File: src/rtl/keyboard_typematic_command_parser_macros.svh
// assertion macros for the keyboard typematic command parser
// used at the end of the top level; no other dependencies
`ifndef KEYBOARD_TYPEMATIC_COMMAND_PARSER_MACROS_SVH
`define KEYBOARD_TYPEMATIC_COMMAND_PARSER_MACROS_SVH

// same-cycle implication, disabled during reset
`define KTCP_ASSERT_SAME(label, clk, rst_n, ante, cons) \
	label: assert property (@(posedge clk) disable iff (!rst_n) (ante) |-> (cons)) \
		else $error("ktcp assertion failed");

// next-cycle implication, disabled during reset
`define KTCP_ASSERT_NEXT(label, clk, rst_n, ante, cons) \
	label: assert property (@(posedge clk) disable iff (!rst_n) (ante) |=> (cons)) \
		else $error("ktcp assertion failed");

`endif

File: src/rtl/ktcp_pkg.sv
// constants, scan code table and word tables of the typematic command parser
// no dependencies
package ktcp_pkg;

	localparam logic [7:0] TYPEMATIC_CMD = 8'hF3;
	localparam logic [4:0] RATE_RESET    = 5'd30;
	localparam logic [4:0] MAX_RATE      = 5'd31;
	localparam logic [3:0] WORD_LEN      = 4'd7;
	localparam logic [3:0] NO_DIGIT      = 4'd15;
	localparam logic [3:0] MAX_DELAY     = 4'd3;
	localparam logic [3:0] MAX_DIGIT     = 4'd9;

	// make code (low seven bits) to ascii character, zero when unmapped
	function automatic logic [7:0] char_of_code(input logic [6:0] code);
		logic [7:0] ch;
		ch = 8'd0;
		unique case (code)
			7'd16: ch = "q";
			7'd17: ch = "w";
			7'd18: ch = "e";
			7'd19: ch = "r";
			7'd20: ch = "t";
			7'd21: ch = "y";
			7'd22: ch = "u";
			7'd23: ch = "i";
			7'd24: ch = "o";
			7'd25: ch = "p";
			7'd30: ch = "a";
			7'd31: ch = "s";
			7'd32: ch = "d";
			7'd33: ch = "f";
			7'd34: ch = "g";
			7'd35: ch = "h";
			7'd36: ch = "j";
			7'd37: ch = "k";
			7'd38: ch = "l";
			7'd44: ch = "z";
			7'd45: ch = "x";
			7'd46: ch = "c";
			7'd47: ch = "v";
			7'd48: ch = "b";
			7'd49: ch = "n";
			7'd50: ch = "m";
			7'd2:  ch = "1";
			7'd3:  ch = "2";
			7'd4:  ch = "3";
			7'd5:  ch = "4";
			7'd6:  ch = "5";
			7'd7:  ch = "6";
			7'd8:  ch = "7";
			7'd9:  ch = "8";
			7'd10: ch = "9";
			7'd11: ch = "0";
			default: ch = 8'd0;
		endcase
		return ch;
	endfunction

	// expected character at a word position, chdelay or chspeed
	function automatic logic [7:0] word_char(input logic is_speed, input logic [2:0] pos);
		logic [7:0] ch;
		ch = 8'd0;
		unique case (pos)
			3'd0: ch = "c";
			3'd1: ch = "h";
			3'd2: ch = is_speed ? "s" : "d";
			3'd3: ch = is_speed ? "p" : "e";
			3'd4: ch = is_speed ? "e" : "l";
			3'd5: ch = is_speed ? "e" : "a";
			3'd6: ch = is_speed ? "d" : "y";
			default: ch = 8'd0;
		endcase
		return ch;
	endfunction

	// decimal value of a character, NO_DIGIT when not a digit
	function automatic logic [3:0] digit_value(input logic [7:0] ch);
		logic [7:0] diff;
		diff = ch - 8'("0");
		if (ch >= 8'("0") && ch <= 8'("9")) begin
			return diff[3:0];
		end
		return NO_DIGIT;
	endfunction

endpackage

File: src/rtl/keyboard_typematic_command_parser.sv
// keyboard typematic command parser, top level
// depends on ktcp_pkg and keyboard_typematic_command_parser_macros.svh
`include "keyboard_typematic_command_parser_macros.svh"

// usage:
// scan codes come in on scan_valid / scan_stall / scan_code, one beat per code.
// break codes are dropped; make codes are matched against "chdelay" + digit
// and "chspeed" + two digits. a complete valid command sends two beats on
// cmd_valid / cmd_stall: command_byte 0xF3 with last_byte 0, then the rate
// byte delay*32+rate with last_byte 1.
// a scan beat lands in the input register at its accepting edge and is
// parsed at the edge on which it leaves that register, which a busy result
// buffer can hold off; the 0xF3 beat shows on the output right after that
// edge, and the rate byte shows the cycle after 0xF3 is taken.
// throughput is one scan beat per cycle; the only limit is the two-beat
// result buffer: a command-completing code waits in the input register
// until the buffer holds no more than one beat that is being taken.
// codes that send nothing never wait, even while results are stalled.
// reset clears the match count, delay to 0 and rate to 30, and empties
// both the input register and the result buffer.
// while cmd_stall is high the pending beat holds steady; scan_stall rises
// only when a command-completing code is blocked by a busy result buffer.
module keyboard_typematic_command_parser
	import ktcp_pkg::*;
(
	input  logic       clk,
	input  logic       arst_n,
	input  logic       scan_valid,
	output logic       scan_stall,
	input  logic [7:0] scan_code,
	output logic       cmd_valid,
	input  logic       cmd_stall,
	output logic [7:0] command_byte,
	output logic       last_byte
);

	// input register
	logic       valid_s1;
	logic [7:0] scan_code_s1;

	// parser state
	logic [3:0] typed_count_q;
	logic       word_is_speed_q;
	logic [3:0] first_digit_q;
	logic [1:0] delay_setting_q;
	logic [4:0] rate_setting_q;

	// result buffer: count of beats left, and the rate byte
	logic [1:0] out_cnt_q;
	logic [7:0] rate_byte_q;

	// next-state values
	logic [3:0] typed_count_n;
	logic       word_is_speed_n;
	logic [3:0] first_digit_n;
	logic [1:0] delay_setting_n;
	logic [4:0] rate_setting_n;
	logic       emit;
	logic [7:0] rate_byte_n;

	logic [7:0] ch;
	logic [3:0] dval;
	logic [6:0] speed_val;
	logic       scan_take;
	logic       cmd_take;
	logic       buf_free;
	logic       advance;

	assign scan_take = scan_valid && !scan_stall;
	assign cmd_take  = cmd_valid && !cmd_stall;
	// room for two beats after this edge
	assign buf_free  = (out_cnt_q == 2'd0) || (out_cnt_q == 2'd1 && cmd_take);
	assign advance   = valid_s1 && (!emit || buf_free);
	// hold the input only when the registered code cannot move on
	assign scan_stall = valid_s1 && !advance;

	assign ch        = char_of_code(scan_code_s1[6:0]);
	assign dval      = digit_value(ch);
	// first_digit*10 + digit, used only once both are checked to be at most nine
	assign speed_val = {first_digit_q, 3'b000} + {2'b00, first_digit_q, 1'b0} + {3'b000, dval};

	// parser next state
	always_comb begin
		typed_count_n   = typed_count_q;
		word_is_speed_n = word_is_speed_q;
		first_digit_n   = first_digit_q;
		delay_setting_n = delay_setting_q;
		rate_setting_n  = rate_setting_q;
		emit            = 1'b0;
		rate_byte_n     = {1'b0, delay_setting_q, rate_setting_q};
		if (!scan_code_s1[7]) begin
			unique case (typed_count_q) inside
				4'd0, 4'd1: begin
					typed_count_n = (ch == word_char(1'b0, typed_count_q[2:0]))
						? typed_count_q + 4'd1 : 4'd0;
				end
				4'd2: begin
					// third character picks the word
					if (ch == word_char(1'b0, 3'd2)) begin
						word_is_speed_n = 1'b0;
						typed_count_n   = 4'd3;
					end else if (ch == word_char(1'b1, 3'd2)) begin
						word_is_speed_n = 1'b1;
						typed_count_n   = 4'd3;
					end else begin
						typed_count_n = 4'd0;
					end
				end
				4'd3, 4'd4, 4'd5, 4'd6: begin
					typed_count_n = (ch == word_char(word_is_speed_q, typed_count_q[2:0]))
						? typed_count_q + 4'd1 : 4'd0;
				end
				WORD_LEN: begin
					if (word_is_speed_q) begin
						first_digit_n = dval;
						typed_count_n = 4'd8;
					end else begin
						typed_count_n = 4'd0;
						if (dval <= MAX_DELAY) begin
							delay_setting_n = dval[1:0];
							emit            = 1'b1;
							rate_byte_n     = {1'b0, dval[1:0], rate_setting_q};
						end
					end
				end
				4'd8: begin
					typed_count_n = 4'd0;
					if (word_is_speed_q && first_digit_q <= MAX_DIGIT && dval <= MAX_DIGIT
						&& speed_val <= {2'b00, MAX_RATE}) begin
						rate_setting_n = speed_val[4:0];
						emit           = 1'b1;
						rate_byte_n    = {1'b0, delay_setting_q, speed_val[4:0]};
					end
				end
				default: begin
					typed_count_n = 4'd0;
				end
			endcase
		end
	end

	// input register
	always_ff @(posedge clk or negedge arst_n) begin
		if (!arst_n) begin
			valid_s1 <= 1'b0;
		end else if (scan_take) begin
			valid_s1 <= 1'b1;
		end else if (advance) begin
			valid_s1 <= 1'b0;
		end
	end

	always_ff @(posedge clk) begin
		if (scan_take) begin
			scan_code_s1 <= scan_code;
		end
	end

	// parser state update
	always_ff @(posedge clk or negedge arst_n) begin
		if (!arst_n) begin
			typed_count_q   <= 4'd0;
			word_is_speed_q <= 1'b0;
			delay_setting_q <= 2'd0;
			rate_setting_q  <= RATE_RESET;
		end else if (advance) begin
			typed_count_q   <= typed_count_n;
			word_is_speed_q <= word_is_speed_n;
			delay_setting_q <= delay_setting_n;
			rate_setting_q  <= rate_setting_n;
		end
	end

	// first speed digit, always written before it is read
	always_ff @(posedge clk) begin
		if (advance) begin
			first_digit_q <= first_digit_n;
		end
	end

	// result buffer
	always_ff @(posedge clk or negedge arst_n) begin
		if (!arst_n) begin
			out_cnt_q <= 2'd0;
		end else if (advance && emit) begin
			out_cnt_q <= 2'd2;
		end else if (cmd_take) begin
			out_cnt_q <= out_cnt_q - 2'd1;
		end
	end

	always_ff @(posedge clk) begin
		if (advance && emit) begin
			rate_byte_q <= rate_byte_n;
		end
	end

	assign cmd_valid    = (out_cnt_q != 2'd0);
	assign last_byte    = (out_cnt_q == 2'd1);
	assign command_byte = (out_cnt_q == 2'd2) ? TYPEMATIC_CMD : rate_byte_q;

	// a parsed command always opens with the 0xF3 beat
	`KTCP_ASSERT_NEXT(a_cmd_first, clk, arst_n, advance && emit,
		cmd_valid && !last_byte && command_byte == TYPEMATIC_CMD)
	// after the rate beat goes out, the buffer is empty or holds a fresh pair
	`KTCP_ASSERT_NEXT(a_rate_last, clk, arst_n, cmd_take && last_byte,
		out_cnt_q == 2'd0 || out_cnt_q == 2'd2)
	// match count never runs past the second speed digit, beat count never reaches three
	`KTCP_ASSERT_SAME(a_count_range, clk, arst_n, 1'b1,
		typed_count_q <= 4'd8 && out_cnt_q != 2'd3)

endmodule
File: config.mk
export PLATFORM = sky130hd
export DESIGN_NAME = keyboard_typematic_command_parser
export DESIGN_NICKNAME = d
export VERILOG_FILES = /design/src/rtl/ktcp_pkg.sv /design/src/rtl/keyboard_typematic_command_parser.sv
export VERILOG_INCLUDE_DIRS = /design/src /design/src/rtl
export SDC_FILE = /design/constraint.sdc
export NUM_CORES = 1
export LEC_CHECK = 0
export ABC_AREA = 1
export BUFFER_PORTS_ARGS = -buffer_cell sky130_fd_sc_hd__buf_2
export CORE_UTILIZATION = 61
export CTS_CLUSTER_DIAMETER = 50
export DETAILED_ROUTE_END_ITERATION = 6
export GPL_TIMING_DRIVEN = 0
export PLACE_DENSITY = 0.78
export SKIP_LAST_GASP = 1
export SLEW_MARGIN = 10
export SYNTH_ARGS = -nofsm -noshare
export SYNTH_HDL_FRONTEND = slang
export SYNTH_SLANG_ARGS = --single-unit
File: constraint.sdc
create_clock -name clk -period 4.3 [get_ports clk]
set_input_delay 0.645 -clock clk [delete_from_list [all_inputs] [get_ports clk]]
set_output_delay 0.645 -clock clk [all_outputs]
set_load 0.005 [all_outputs]
# Word-level counts from Yosys, hierarchy flattened
# Memories as Yosys holds them, arrays and structs flattened. A register that Yosys moved wholly into a read port is not among the register bits.
# Cells that the tools add are included.
# word_totals
ff_bits	35
latchBits	0
ram_bits	0
rom_bits	448
in_bits	12
output_inout_bits	11
elab_cells	113
mem_count	1
# memory_table
memory	depth	word_bits	read_ports	rd_clocked_by_memory_dff	write_ports	line	text
(name not given)	64	7	1	1	0	ktcp_pkg.sv:17	unique case (code)
# op_classes
add_sub_neg	5
multipliers	0
div	0
order_cmp	6
n_eq_ne	20
n_shift	0
muxes	39
bitwise	2
n_reduce_logical	30
# ops
op	count
one-hot mux 7 bit (7 select lines)	2
2-to-1 mux 8 bit	6
2-to-1 mux 4 bit	6
2-to-1 mux 7 bit	3
2-to-1 mux 5 bit	4
equality test 4 x 3 -> 1 bit (second input constant)	4
equality test 8 x 7 -> 1 bit (second input constant)	2
equality test 8 bit	2
one-hot mux 4 bit (4 select lines)	1
one-hot mux 7 bit (2 select lines)	1
AND reduction 4 bit	3
logical AND 1 bit	10
equality test 3 bit (second input constant)	3
2-to-1 mux 1 bit	9
equality test 4 x 2 -> 1 bit (second input constant)	2
greater-or-equal comparator 8 x 6 -> 1 bit (second input constant)	1
less-or-equal comparator 4 bit (second input constant)	2
less-or-equal comparator 8 x 6 -> 1 bit (second input constant)	1
2-to-1 mux 2 bit	4
nonzero test 2 bit	4
adder 7 x 4 -> 7 bit	1
adder 7 x 5 -> 7 bit	1
less-or-equal comparator 7 x 5 -> 1 bit (second input constant)	1
equality test 3 x 2 -> 1 bit (second input constant)	2
22 further kinds	27

# Logic depth before layout (Yosys ltp)
# depth
ltp_word	19
mapped_depth	31
ltp_nobuf	30

# Least setup slack after synthesis
# Ideal clock, no wire load.
# synth_timing
path_kind	register to register
from	register scan_code_s1[6]
to	register with a tool-made name
setup_ns	0.112
t_arrival_ns	3.745
t_required_ns	4.188
path_slack_ns	0.442
stages_incl_launch_ff	27
path_buffers	2
period_less_slack_ns	3.858
cell_sequence	edfxtp_1 buf_6 nor2_8 nand2_2 nor2_4 inv_2 nor2_4 inv_1 fa_1 fa_1 nand3_1 nand2_1 a21oi_1 nand4_1 nand2_4 nand3_4 nand2_4 buf_8 nand2_1 nand2_1 ha_1 nand3_1 inv_1 nand2_1 nand3_1 nand2_1 nand2_1
# synth_lines
item	line	text
start, declared	keyboard_typematic_command_parser.sv:39	logic [7:0] scan_code_s1;
start signal, assigned	keyboard_typematic_command_parser.sv:155	scan_code_s1 <= scan_code;

==> impl_results.md <==
- Total grt overflow: 0
- Pwr Density: 312 mW/mm^2
- Clock transition time at the flip-flop clock pins of the worst setup and hold paths: 0.09 ns
- Top delay family on crit path: simple AND/OR/NAND/NOR gates
- Die Wd: ~76 um
- Fill count: 458
- Endpoints failing setup: 0
- CTS Hold Bufs: 0
- Mean Syn Cell Area: 7.51 um^2
- Vias in the first global route: 2885
- Sink Count: 41
- Clock Latency Late Sink: 0.30 ns
- Reg-to-reg slack, setup: 0.26 ns
- Via density: 5.42
- LEAKAGE: 1.95 nW
- Root Driver: clkbuf_8
- Worst reg2reg path depth: 23
- Synth Instances: ~450
- Fin crit share: 0.939
- Relative slew margins: 0.666
- WP buf/inv: 2
- I/O pin total: 23
- Top FF cell, synth: edfxtp_1
- #FFs+latches synth: 41
- Via count: 2997
- First-pass GRT wire length: 12700 um
- ANT nets after route: 0
- Placed cells: 539
- Drt drc: 0
- Worst VDD drop: 256 uV
- Gr usage total: 0.271
- Final Non-Filler Cells: between 500 and 600
- DIE HEIGHT: 76.3 um
- Worst Path Max Fanout: 10
- YS warnings: 0
- Fin area: 0.00374 mm^2
- Crit end category: register
- Count leader, synth: nand2_1
- WL final: 7680 um
- Area of the multi-input gates: 0.00195 mm^2
- Hold Path Class: in2async
- EDFF count, synth: 19
- Layout cells sized above 1: 0.205
- Avg WL per Cell: 13.9 um
- Post-synthesis sequential area ratio: 0.324
- Rows: 26
- Worst r2r src: scan_code_s1[6]
- Core area: 0.00520 mm^2
- CP Launch Type: register
- Initial antenna violation count: 0
- Final count of pins violating max slew: 0
- N_diodes: 0
- TNS Setup: 0 ns
- Fmax: 0.248 GHz
- DIE AREA: a little under 0.006 mm^2
- CTS tree: yes
- Min Clock Period, post-route: 4.04 ns
- Yosys cell types: 45
- Post-Place Worst Slack: -0.157 ns
- Area Overhead vs Synth: 11.1%
- Status: finished clean
- Hold Violations, Final: 0
- Max incr delay on CP: 0.42 ns
- First-pass DRT Iterations: 4
- Clock Skew: around 0.014 ns
- Worst-Margin Slew: about 0.50 ns
- Yosys top cell by area: edfxtp_1
- Worst path arrival time: approximately 4.2 ns
- Final net count: 520
- Placer Congestion: 0.913
- Dpl hpwl: 5890 um
- Data required, critical path: 4.49 ns
- Top-area cell type share of the netlist area: 0.170
- Post-synth top cells: 108 x nand2_1, 69 x inv_1, 39 x nor2_1
- Dpl cell area: 0.00356 mm^2
- H-tree levels: 2
- Reg area: 0.00109 mm^2
- Largest net degree at the start of global routing: 16
- Maximum clock insertion buffer count: 2
- Crit-path slowest cell: fa_2
- TritonCTS Buffers: 5
- Maxcap violations: 0
- Post-synth net total: ~490
- Area of the mapped netlist: 0.00336 mm^2
- PortBufs: 21
- Initial Utilization: 0.646
- Kind of critical path: reg2reg
- DR iter-0 viols: 162
- Worst Setup Slack, final: 0.260 ns
- Area contributors post-synth: edfxtp_1 17%, nand2_1 12%, ha_1 8.9%
- Async S/R FF share, synth: 0.366
- RSZ-0062 raised after global routing: false
- CP Cell Sequence: buf_6 -> nor2_8 -> nand2_2 -> nor2_4 -> o21ai_1 -> ha_1 -> ha_1 -> fa_2 -> nand3_2 -> nand2_2 -> a21oi_2 -> nand4_1 -> nand2_4 -> nand3_4 -> nand2_4 -> buf_8 -> nand2_1 -> nand2_4 -> ha_1 -> nand3_2 -> nand3_1 -> a21oi_1 -> a21oi_1
==> cell usage in the layout, fill, tap and decap left out, types with 4 or more instances in the layout <==
| cell | netlist | final |
|---|---|---|
| nor4_1 | 4 | 4 |
| dfstp_2 | 4 | 4 |
| mux2_2 | 5 | 5 |
| clkbuf_8 | 0 | 5 |
| a21oi_1 | 20 | 19 |
| nand3_2 | 2 | 4 |
| buf_4 | 0 | 6 |
| nor2_4 | 4 | 4 |
| edfxtp_1 | 19 | 19 |
| nor2_1 | 39 | 38 |
| ha_1 | 24 | 24 |
| dfxtp_1 | 7 | 7 |
| o21ai_0 | 14 | 13 |
| nand2_4 | 4 | 6 |
| nand3_1 | 37 | 35 |
| nand4_1 | 9 | 9 |
| nand2_2 | 8 | 11 |
| mux2i_1 | 5 | 5 |
| xor2_1 | 4 | 4 |
| dfrtp_1 | 11 | 11 |
| or2_2 | 7 | 7 |
| o21ai_1 | 3 | 4 |
| nand2_1 | 108 | 103 |
| buf_6 | 4 | 4 |
| inv_1 | 69 | 69 |
| buf_2 | 3 | 24 |
==> how the worst max path moves through the flow <==
stage | startpoint | depth (start not counted) | to
2_1_floorplan | scan_code_s1[6] | 26 | register
3_3_place_gp | scan_code_s1[6] | 24 | register
3_5_place_dp | scan_code_s1[6] | 24 | register
4_1_cts | scan_code_s1[6] | 24 | register
5_1_grt | scan_code_s1[6] | 25 | register
6_report | scan_code_s1[6] | 23 | register
==> report_power, final <==
group	switching, mW	internal (mW)
combinational	0.263	0.170
clock	0.146	0.115
sequential	0.0266	0.444
total	0.436	0.729
==> metal layers <==
layer / GRT usage / share of wire
met1: 0.309 / 0.43
met2: 0.508 / 0.52
met3: 0.0347 / 0.034
met4: 0.104 / 0.013
met5: 0 / 0
==> what timing repair did <==
| item | CTS | global route |
|---|---|---|
| setup buffers | 1 | 5 |
| hold endpoints to repair | 0 | 0 |
| pin swaps | 2 | 5 |
| resized for setup | 6 | 8 |
| endpoints found under the setup margin | 5 | 15 |
==> through the flow <==
| step | total power, mW | utilization | hold WS [ns] |
|---|---|---|---|
| after floorplan | 0.774 | - | 0.349 |
| after global placement | 0.880 | 0.683 | 0.450 |
| after detailed placement | 0.898 | 0.683 | 0.454 |
| after CTS | 1.16 | 0.706 | 0.237 |
| after global routing | 1.24 | 0.718 | 0.251 |
| final | 1.17 | 0.718 | 0.235 |
==> logic make-up (layout without fill, tap and decap cells) <==
group	count (synthesis)	in the layout	synth area share
simple gates	233	233	0.331
buf+inv	83	118	0.109
compound gates	51	51	0.0915
flops	41	41	0.324
fa+ha+maj	26	26	0.101
mux	10	10	0.0316
xor+xnor	4	4	0.0104
==> area by class of cell <==
cell class / instances / share of cell area
buffer: 11 / 0.0261
clock buffer: 5 / 0.0184
timing repair buffer: 27 / 0.0402
tap: 70 / 0.0234
multi-input combinational: 324 / 0.521
sequential: 41 / 0.292
clock inverter: 3 / 0.00603
inverter: 72 / 0.0723
No activity file was read; power rests on OpenSTA's default activity.
